File: src/hdl/tlbpt_pkg.sv
// ----------------------------------------------------------------------------
// tlbpt_pkg
// Shared widths, defaults and register codes for the page translation block.
// ----------------------------------------------------------------------------
package tlbpt_pkg;

  // Fixed field widths of the translation transaction
  localparam int ADDR_W     = 16;
  localparam int PAGE_W     = 8;
  localparam int OFFSET_W   = 8;
  localparam int FRAME_W    = 8;
  localparam int PAGE_COUNT = 256;

  // Default sizing of the block
  localparam int TLB_ENTRIES_DEF = 16;
  localparam int FRAME_TOTAL_DEF = 256;
  localparam int AGE_BITS_DEF    = 8;

  // Configuration port
  localparam int CFG_ADDR_W = 3;
  localparam int CFG_DATA_W = 32;

  // Register index, taken from paddr bit 2
  typedef enum logic {
    REG_POLICY = 1'b0,
    REG_NONE   = 1'b1
  } reg_index_t;

  // Victim choice on a TLB fill
  typedef enum logic {
    POL_FIFO = 1'b0,
    POL_LRU  = 1'b1
  } policy_t;

endpackage

File: src/hdl/tlbpt_ram.sv
// ----------------------------------------------------------------------------
// tlbpt_ram
// Generic single-write, single-read RAM with a registered read port.
// ----------------------------------------------------------------------------
module tlbpt_ram #(
  parameter int WIDTH = 8,
  parameter int DEPTH = 256
) (
  input  logic                     clk,
  input  logic                     we,
  input  logic [$clog2(DEPTH)-1:0] waddr,
  input  logic [WIDTH-1:0]         wdata,
  input  logic                     re,
  input  logic [$clog2(DEPTH)-1:0] raddr,
  output logic [WIDTH-1:0]         rdata
);

  logic [WIDTH-1:0] mem [DEPTH];

  // Write port
  always_ff @(posedge clk) begin
    if (we) begin
      mem[waddr] <= wdata;
    end
  end

  // Registered read port
  always_ff @(posedge clk) begin
    if (re) begin
      rdata <= mem[raddr];
    end
  end

endmodule

File: src/hdl/tlbpt_lru_pick.sv
// ----------------------------------------------------------------------------
// tlbpt_lru_pick
// Comparator tree that finds the oldest TLB entry; ties go to the highest
// index.
// ----------------------------------------------------------------------------
module tlbpt_lru_pick
  import tlbpt_pkg::*;
#(
  parameter int TLB_ENTRIES = TLB_ENTRIES_DEF,
  parameter int AGE_BITS    = AGE_BITS_DEF
) (
  input  logic [AGE_BITS-1:0]            ages [TLB_ENTRIES],
  output logic [$clog2(TLB_ENTRIES)-1:0] victim
);

  localparam int IDX_W = $clog2(TLB_ENTRIES);
  localparam int LEAVES = 1 << IDX_W;

  // Heap-ordered tree nodes: node 1 is the root, leaves start at LEAVES
  logic [AGE_BITS-1:0] nd_age [1:2*LEAVES-1];
  logic [IDX_W-1:0]    nd_idx [1:2*LEAVES-1];
  logic                nd_ok  [1:2*LEAVES-1];

  // Load leaves; padding leaves never win
  for (genvar i = 0; i < LEAVES; i++) begin : g_leaf
    if (i < TLB_ENTRIES) begin : g_real
      assign nd_age[LEAVES+i] = ages[i];
      assign nd_idx[LEAVES+i] = IDX_W'(i);
      assign nd_ok[LEAVES+i]  = 1'b1;
    end else begin : g_pad
      assign nd_age[LEAVES+i] = '0;
      assign nd_idx[LEAVES+i] = '0;
      assign nd_ok[LEAVES+i]  = 1'b0;
    end
  end

  // Reduce pairs; the right child holds the higher indices and wins ties
  for (genvar n = 1; n < LEAVES; n++) begin : g_node
    logic take_right;
    assign take_right = nd_ok[2*n+1] &&
                        (!nd_ok[2*n] || (nd_age[2*n+1] >= nd_age[2*n]));
    assign nd_age[n] = take_right ? nd_age[2*n+1] : nd_age[2*n];
    assign nd_idx[n] = take_right ? nd_idx[2*n+1] : nd_idx[2*n];
    assign nd_ok[n]  = nd_ok[2*n] || nd_ok[2*n+1];
  end

  assign victim = nd_idx[1];

endmodule

File: src/hdl/tlb_page_translation.sv
// ----------------------------------------------------------------------------
// tlb_page_translation
// Logical-to-physical page translation through a TLB and a page table.
// ----------------------------------------------------------------------------
// Usage:
//   Raise start with logical_address; the transaction is taken at the edge
//   where start is high and busy is low. busy stays high for one cycle while
//   the page table read returns and the TLB is updated.
//   The result appears on frame_number, page_offset, tlb_hit and page_fault
//   for exactly one cycle with done high; done is registered from busy, and
//   the receiver takes the result while done is high; it cannot stall the
//   block.
//   A new transaction may be started in the cycle where done is high; the
//   block takes no new translation while busy is high, since the page-table
//   frame RAM read and the TLB fill, which the next lookup must see, both
//   complete in the busy cycle.
//   The TLB lookup and aging happen at the accept edge; the fill, page-table
//   write and frame allocation happen at the following edge.
//   Reset clears all TLB and page-table valid bits, the ages, the FIFO head,
//   the frame allocator and the policy register; no sweep is needed. The APB
//   port sets replacement_policy (bit 0 at address 0); the user must write it
//   only while the block is idle, and the block itself does not enforce this.
// ----------------------------------------------------------------------------
module tlb_page_translation
  import tlbpt_pkg::*;
#(
  parameter int TLB_ENTRIES = TLB_ENTRIES_DEF,
  parameter int FRAME_TOTAL = FRAME_TOTAL_DEF,
  parameter int AGE_BITS    = AGE_BITS_DEF
) (
  input  logic                  clk,
  input  logic                  rst,
  // translation transaction
  input  logic                  start,
  output logic                  busy,
  input  logic [ADDR_W-1:0]     logical_address,
  output logic                  done,
  output logic [FRAME_W-1:0]    frame_number,
  output logic [OFFSET_W-1:0]   page_offset,
  output logic                  tlb_hit,
  output logic                  page_fault,
  // configuration
  input  logic                  psel,
  input  logic                  penable,
  input  logic                  pwrite,
  input  logic [CFG_ADDR_W-1:0] paddr,
  input  logic [CFG_DATA_W-1:0] pwdata,
  output logic [CFG_DATA_W-1:0] prdata,
  output logic                  pready
);

  localparam int IDX_W = $clog2(TLB_ENTRIES);
  localparam logic [AGE_BITS-1:0] AGE_MAX = '1;
  localparam logic [AGE_BITS-1:0] AGE_ONE = AGE_BITS'(1);
  localparam logic [FRAME_W-1:0]  FRAME_LAST = FRAME_W'(FRAME_TOTAL - 1);
  localparam logic [IDX_W-1:0]    SLOT_LAST = IDX_W'(TLB_ENTRIES - 1);

  // Control state
  logic                 acc;
  logic                 policy;
  logic [IDX_W-1:0]     fifo_head;
  logic [FRAME_W-1:0]   next_free;
  logic [TLB_ENTRIES-1:0] tlb_vld;
  logic [AGE_BITS-1:0]  tlb_age [TLB_ENTRIES];
  logic [PAGE_COUNT-1:0] pt_vld;

  // Payload state
  logic [PAGE_W-1:0]    tlb_pg  [TLB_ENTRIES];
  logic [FRAME_W-1:0]   tlb_frm [TLB_ENTRIES];
  logic [PAGE_W-1:0]    page_q;
  logic [OFFSET_W-1:0]  offset_q;
  logic                 hit_q;
  logic [FRAME_W-1:0]   hit_frame_q;
  logic                 pt_vld_q;

  // Lookup and completion signals
  logic [PAGE_W-1:0]    page_in;
  logic [TLB_ENTRIES-1:0] match;
  logic                 hit_any;
  logic [FRAME_W-1:0]   hit_frame;
  logic                 miss;
  logic                 fault;
  logic [FRAME_W-1:0]   ram_rdata;
  logic [FRAME_W-1:0]   frame_res;
  logic [IDX_W-1:0]     lru_slot;
  logic [IDX_W-1:0]     fill_slot;
  logic                 cfg_wr;

  assign acc     = start && !busy;
  assign page_in = logical_address[ADDR_W-1:OFFSET_W];

  // Compare the page against every TLB entry; the highest match supplies
  // the frame
  always_comb begin
    hit_any   = 1'b0;
    hit_frame = '0;
    for (int i = 0; i < TLB_ENTRIES; i++) begin
      match[i] = tlb_vld[i] && (tlb_pg[i] == page_in);
      if (match[i]) begin
        hit_any   = 1'b1;
        hit_frame = tlb_frm[i];
      end
    end
  end

  // Page-table frame store
  tlbpt_ram #(
    .WIDTH (FRAME_W),
    .DEPTH (PAGE_COUNT)
  ) u_pt_ram (
    .clk   (clk),
    .we    (busy && fault),
    .waddr (page_q),
    .wdata (next_free),
    .re    (acc),
    .raddr (page_in),
    .rdata (ram_rdata)
  );

  // Oldest entry, seen on the ages already bumped by this lookup
  tlbpt_lru_pick #(
    .TLB_ENTRIES (TLB_ENTRIES),
    .AGE_BITS    (AGE_BITS)
  ) u_lru_pick (
    .ages   (tlb_age),
    .victim (lru_slot)
  );

  // Resolve the translation in the busy cycle
  assign miss      = !hit_q;
  assign fault     = miss && !pt_vld_q;
  assign frame_res = hit_q ? hit_frame_q : (pt_vld_q ? ram_rdata : next_free);
  assign fill_slot = (policy == POL_LRU) ? lru_slot : fifo_head;

  // Sequencing, policy, FIFO head and frame allocator
  always_ff @(posedge clk) begin
    if (rst) begin
      busy      <= 1'b0;
      done      <= 1'b0;
      policy    <= POL_FIFO;
      fifo_head <= '0;
      next_free <= '0;
    end else begin
      done <= busy;
      if (acc) begin
        busy <= 1'b1;
      end else if (busy) begin
        busy <= 1'b0;
        if (miss && policy == POL_FIFO) begin
          fifo_head <= (fifo_head == SLOT_LAST) ? '0 : fifo_head + 1'b1;
        end
        if (fault) begin
          next_free <= (next_free == FRAME_LAST) ? '0 : next_free + 1'b1;
        end
      end
      if (cfg_wr) begin
        policy <= pwdata[0];
      end
    end
  end

  // TLB valid bits and ages: age on lookup, clear on fill
  always_ff @(posedge clk) begin
    if (rst) begin
      tlb_vld <= '0;
      for (int i = 0; i < TLB_ENTRIES; i++) begin
        tlb_age[i] <= '0;
      end
    end else if (acc) begin
      for (int i = 0; i < TLB_ENTRIES; i++) begin
        if (match[i]) begin
          tlb_age[i] <= AGE_ONE;
        end else if (tlb_age[i] != AGE_MAX) begin
          tlb_age[i] <= tlb_age[i] + 1'b1;
        end
      end
    end else if (busy && miss) begin
      tlb_vld[fill_slot] <= 1'b1;
      tlb_age[fill_slot] <= '0;
    end
  end

  // Page-table valid bits
  always_ff @(posedge clk) begin
    if (rst) begin
      pt_vld <= '0;
    end else if (busy && fault) begin
      pt_vld[page_q] <= 1'b1;
    end
  end

  // Capture the lookup and deliver the result
  always_ff @(posedge clk) begin
    if (acc) begin
      page_q      <= page_in;
      offset_q    <= logical_address[OFFSET_W-1:0];
      hit_q       <= hit_any;
      hit_frame_q <= hit_frame;
      pt_vld_q    <= pt_vld[page_in];
    end
    if (busy) begin
      frame_number <= frame_res;
      page_offset  <= offset_q;
      tlb_hit      <= hit_q;
      page_fault   <= fault;
      if (miss) begin
        tlb_pg[fill_slot]  <= page_q;
        tlb_frm[fill_slot] <= frame_res;
      end
    end
  end

  // Configuration port
  assign pready = 1'b1;
  assign cfg_wr = psel && penable && pwrite && pready &&
                  (reg_index_t'(paddr[2]) == REG_POLICY);

  always_comb begin
    prdata = '0;
    if (reg_index_t'(paddr[2]) == REG_POLICY) begin
      prdata[0] = policy;
    end
  end

  // Checks
  a_busy_one_cycle: assert property (@(posedge clk) disable iff (rst)
    busy |=> !busy && done)
    else $error("busy phase did not complete in one cycle");

  a_accept_busy: assert property (@(posedge clk) disable iff (rst)
    acc |=> busy)
    else $error("accepted transaction did not enter the busy phase");

  a_hit_no_fault: assert property (@(posedge clk) disable iff (rst)
    done |-> !(tlb_hit && page_fault))
    else $error("TLB hit reported together with a page fault");

  a_miss_maps_page: assert property (@(posedge clk) disable iff (rst)
    (done && !tlb_hit) |-> (pt_vld[page_q] && tlb_vld != '0))
    else $error("TLB miss left the page unmapped");

  a_lru_oldest: assert property (@(posedge clk) disable iff (rst)
    (busy && miss && policy == POL_LRU) |-> (tlb_age[lru_slot] >= tlb_age[0]))
    else $error("LRU victim is younger than entry zero");

endmodule
File: config.mk
export PLATFORM = sky130hd
export DESIGN_NAME = tlb_page_translation
export DESIGN_NICKNAME = d
export VERILOG_FILES = /design/src/hdl/tlbpt_pkg.sv /design/src/hdl/tlbpt_ram.sv /design/src/hdl/tlbpt_lru_pick.sv /design/src/hdl/tlb_page_translation.sv
export SDC_FILE = /design/constraint.sdc
export NUM_CORES = 2
export LEC_CHECK = 0
export BUFFER_PORTS_ARGS = -buffer_cell sky130_fd_sc_hd__buf_4
export CAP_MARGIN = 20
export CORE_MARGIN = 1
export CORE_UTILIZATION = 52
export CTS_CLUSTER_DIAMETER = 30
export DETAILED_ROUTE_END_ITERATION = 8
export GPL_TIMING_DRIVEN = 0
export PLACE_DENSITY_LB_ADDON = 0.15
export SLEW_MARGIN = 20
export SYNTH_ARGS = -nofsm -noshare
export SYNTH_HDL_FRONTEND = slang
export SYNTH_SLANG_ARGS = --single-unit
File: constraint.sdc
create_clock -name clk -period 10.75 [get_ports clk]
set_input_delay 1.075 -clock clk [delete_from_list [all_inputs] [get_ports clk]]
set_output_delay 1.075 -clock clk [all_outputs]
set_load 0.02 [all_outputs]
==> flow_summary.ini <==
[cts]
cts_tree = yes
numCtsBuffers = 532
clkLatencyLatePin_ps = 950
clockBufferDepth = 4
cts.reportedPaths.clkPinSlew_ps = 50
h-tree-depth = 6
post-cts-setup-buffer-count = 0
cts_sinks = 2771
cts_root_buf = clkbuf_16

[die]
die_y_um = 467
initial_utilization = 0.524
io_pins = 110
design.die.area_um2 = 218000
core_um2 = 215000
num_rows = 170
die_w_um = 467

[critical_path]
worstPathMaxFanout = 10
rr_worst_depth = 35
rrSetupSlack_ps = 480
path_class = reg -> reg
critPathMaxStageDelay_ps = 520
cp-start-kind = register
cp_slowest_cell = nor2_2
cp.arrival_ps = 10920
cp_common_cell = ha_1
endpoint_kind = register
crit_required_ps = 11400

[detailed_routing]
wl_um = 324000
ant_nets = 0
via_per_inst = 6.27
drc = 0
vias = 64900
dr.pass1.iters = 8
initialDrtViolationCount = 7792
wire_per_inst_um = 31.3

[synthesis]
yosysTopAreaCellShare = 0.630
synth_edf_count = 2356
synth_adder_area_share = 0.0153
yosysUniqueCellTypes = 72
synthCells = 6389
synthMuxAreaShare = 0.160
synth_sequential_area_ratio = 0.703
syn_area_per_cell_um2 = 17.6
synthTopCellsByArea = edfxtp_1 63%, mux4_2 15%, dfxtp_1 7.4%
synth_compound_area_frac = 0.0355
ys.flop_type = edfxtp_1
yosysWarnings = 0
synthXorXnorAreaFrac = 0.0105
yosys_register_bits = 2771
yosys.area.top_type = edfxtp_1
synth_top_family_by_area = multiplexers
synthSimpleGateAreaFrac = 0.0569
synth-async-reset-ratio = 0
synthesis.area_um2 = 112000

[sta]
worst_hold_slack_ps = 301
slew-limit-headroom = 0.156
setup_violations = 0
period_needed_ps = 10270
skew_ps = 45.7
rsz0062_at_grt = true
finalHoldViolations = 0
fmax_mhz = 97.4
worst_pin_slew_ps = 1260
period_share = 0.956
drv_slew = 0

[power_and_ir_drop]
p_clk_frac = 0.562
combPwrFrac = 0.044
p_switching_mw = 6.30
p_int_mw = 23.2
ir_drop_mv = 0.219
power_frac_seq = 0.394
total_power_mw = 29.5
switching_share = 0.214
power_density_nw_per_um2 = 216
leakage_nw = 46.0

[global_route]
grt_pass1_vias = 64200
grt_first_pass_wirelength_um = 459000
antenna_found_initial = 19
grt_max_degree = 73
track_usage = 0.298
grt_overflow = 0

[layout]
final_core_util = 0.635
register_area_um2 = 79100
area_growth_pct = 21.3
fillCellCount = 14600
multi_input_area_um2 = 31600
design_area_um2 = 136000
drive_gt1_frac = 0.268
final_cells = 10300
final_cell_mix = 2356 x edfxtp_1, 894 x nor2_1, 765 x mux4_2
mostFrequentLayoutCell = edfxtp_1
nNetsFinal = 7281

[flow_run]
cap_violations = 0

[placed_design]
globalplace.congestion = 0.874
port_buffers = 43
dp.final_hpwl_um = 219000
dp_cells = 9389
place_area_um2 = 118000

[worst_hold_path]
min_path_cells = 1
hold_path.class = in -> reg

[status]
status = finished, final reports clean
-- final cells by class --
class / count / share of cell area
diodes: 4 / 0.0000734
plain buffers: 365 / 0.0124
clock buffers: 635 / 0.105
clock inverters: 313 / 0.0269
inverters: 110 / 0.00303
multi-input cells: 3173 / 0.232
flip-flops and latches: 2771 / 0.580
well taps: 2838 / 0.0260
repair buffers: 134 / 0.0152
-- cells in the mapped netlist (14+ instances only) --
| cell | number |
|---|---|
| a2111oi_0 | 18 |
| mux2_2 | 28 |
| buf_1 | 54 |
| inv_1 | 109 |
| a21o_1 | 16 |
| and3_1 | 63 |
| xnor2_1 | 110 |
| xor2_1 | 25 |
| and2_1 | 18 |
| a31oi_1 | 27 |
| buf_2 | 59 |
| edfxtp_1 | 2356 |
| o21a_1 | 22 |
| nand3_1 | 60 |
| a21oi_1 | 182 |
| nand2_1 | 176 |
| a211oi_1 | 20 |
| ha_1 | 137 |
| mux4_2 | 765 |
| nand3b_1 | 20 |
| dfxtp_1 | 415 |
| nand2b_1 | 34 |
| nor2b_1 | 18 |
| mux2i_1 | 45 |
| nand4_1 | 23 |
| clkbuf_1 | 207 |
| buf_4 | 42 |
| o21ba_2 | 28 |
| nor2_1 | 903 |
| or3_1 | 65 |
| o21ai_0 | 59 |
| o31ai_1 | 14 |
| a311oi_1 | 85 |
| nor3_1 | 49 |
-- power by group through the flow --
stage / registers [mW] / clock network (mW) / logic [mW]
floorplan: 11.8 / 0 / 0.766
global placement: 11.9 / 0 / 1.22
detailed placement: 11.8 / 0 / 1.28
CTS: 11.6 / 16.6 / 1.29
global route: 11.6 / 17.2 / 1.35
finish: 11.6 / 16.5 / 1.30
-- path summary, 6_finish.rpt --
path / from / endpoint
setup / recovery: tlb_age[77]$_SDFFE_PP0P_ / tlb_frm[15][6]$_DFFE_PP_
hold / removal: logical_address[2] / offset_q[2]$_DFFE_PP_
setup reg to reg: tlb_age[77]$_SDFFE_PP0P_ / tlb_frm[15][6]$_DFFE_PP_
hold reg to reg: offset_q[1]$_DFFE_PP_ / page_offset[1]$_DFFE_PP_
-- metal layers --
layer  vias up  part of all wire  GRT usage
met1     33700              0.39      0.407
met2      3474              0.47      0.463
met4        10             0.045      0.132
met3       684             0.091     0.0631
li1      26900                 -          -
met5         -           0.00021          0
-- worst max-delay path: cells and delay by family, from the launching register on --
family,cells,cell delay [ps]
simple gates,7,1750
compound gates,16,4440
fa+ha+maj,4,1170
mux,1,440
buf+inv,7,1760
flops,1,410
-- flip-flops by register name, summed over array words and instances (netlist names), 4 cells and up --
register and cells:
offset_q 8, page_offset 8, frame_number 8, fifo_head 4
tlb_vld 16, u_pt_ram.mem 2048, tlb_frm 128, pt_vld 256
tlb_pg 128, u_pt_ram.rdata 8, hit_frame_q 8, page_q 8
next_free 8, tlb_age 128
-- stage by stage --
step                      setup TNS [ps]  setup slack, ps
after global routing                -636            -49.3
after global placement            -76410            -1240
after floorplan                        0             1970
after CTS                              0              356
after detailed placement               0              373
final                                  0              478
-- cell families after synthesis --
group                    count (synthesis)
AO/OA/AOI/OAI                          568
XOR/XNOR                               135
adder cells (fa/ha/maj)                137
buffers and inverters                  475
flip-flops                            2771
multiplexers                           838
other                                    2
AND/OR/NAND/NOR                       1463
-- timing repair --
action                     in CTS  in global routing
hold buffers                    0                  0
setup endpoints to repair       0                 49
resized for setup               0                  5
(Power assumes the default switching activity.)
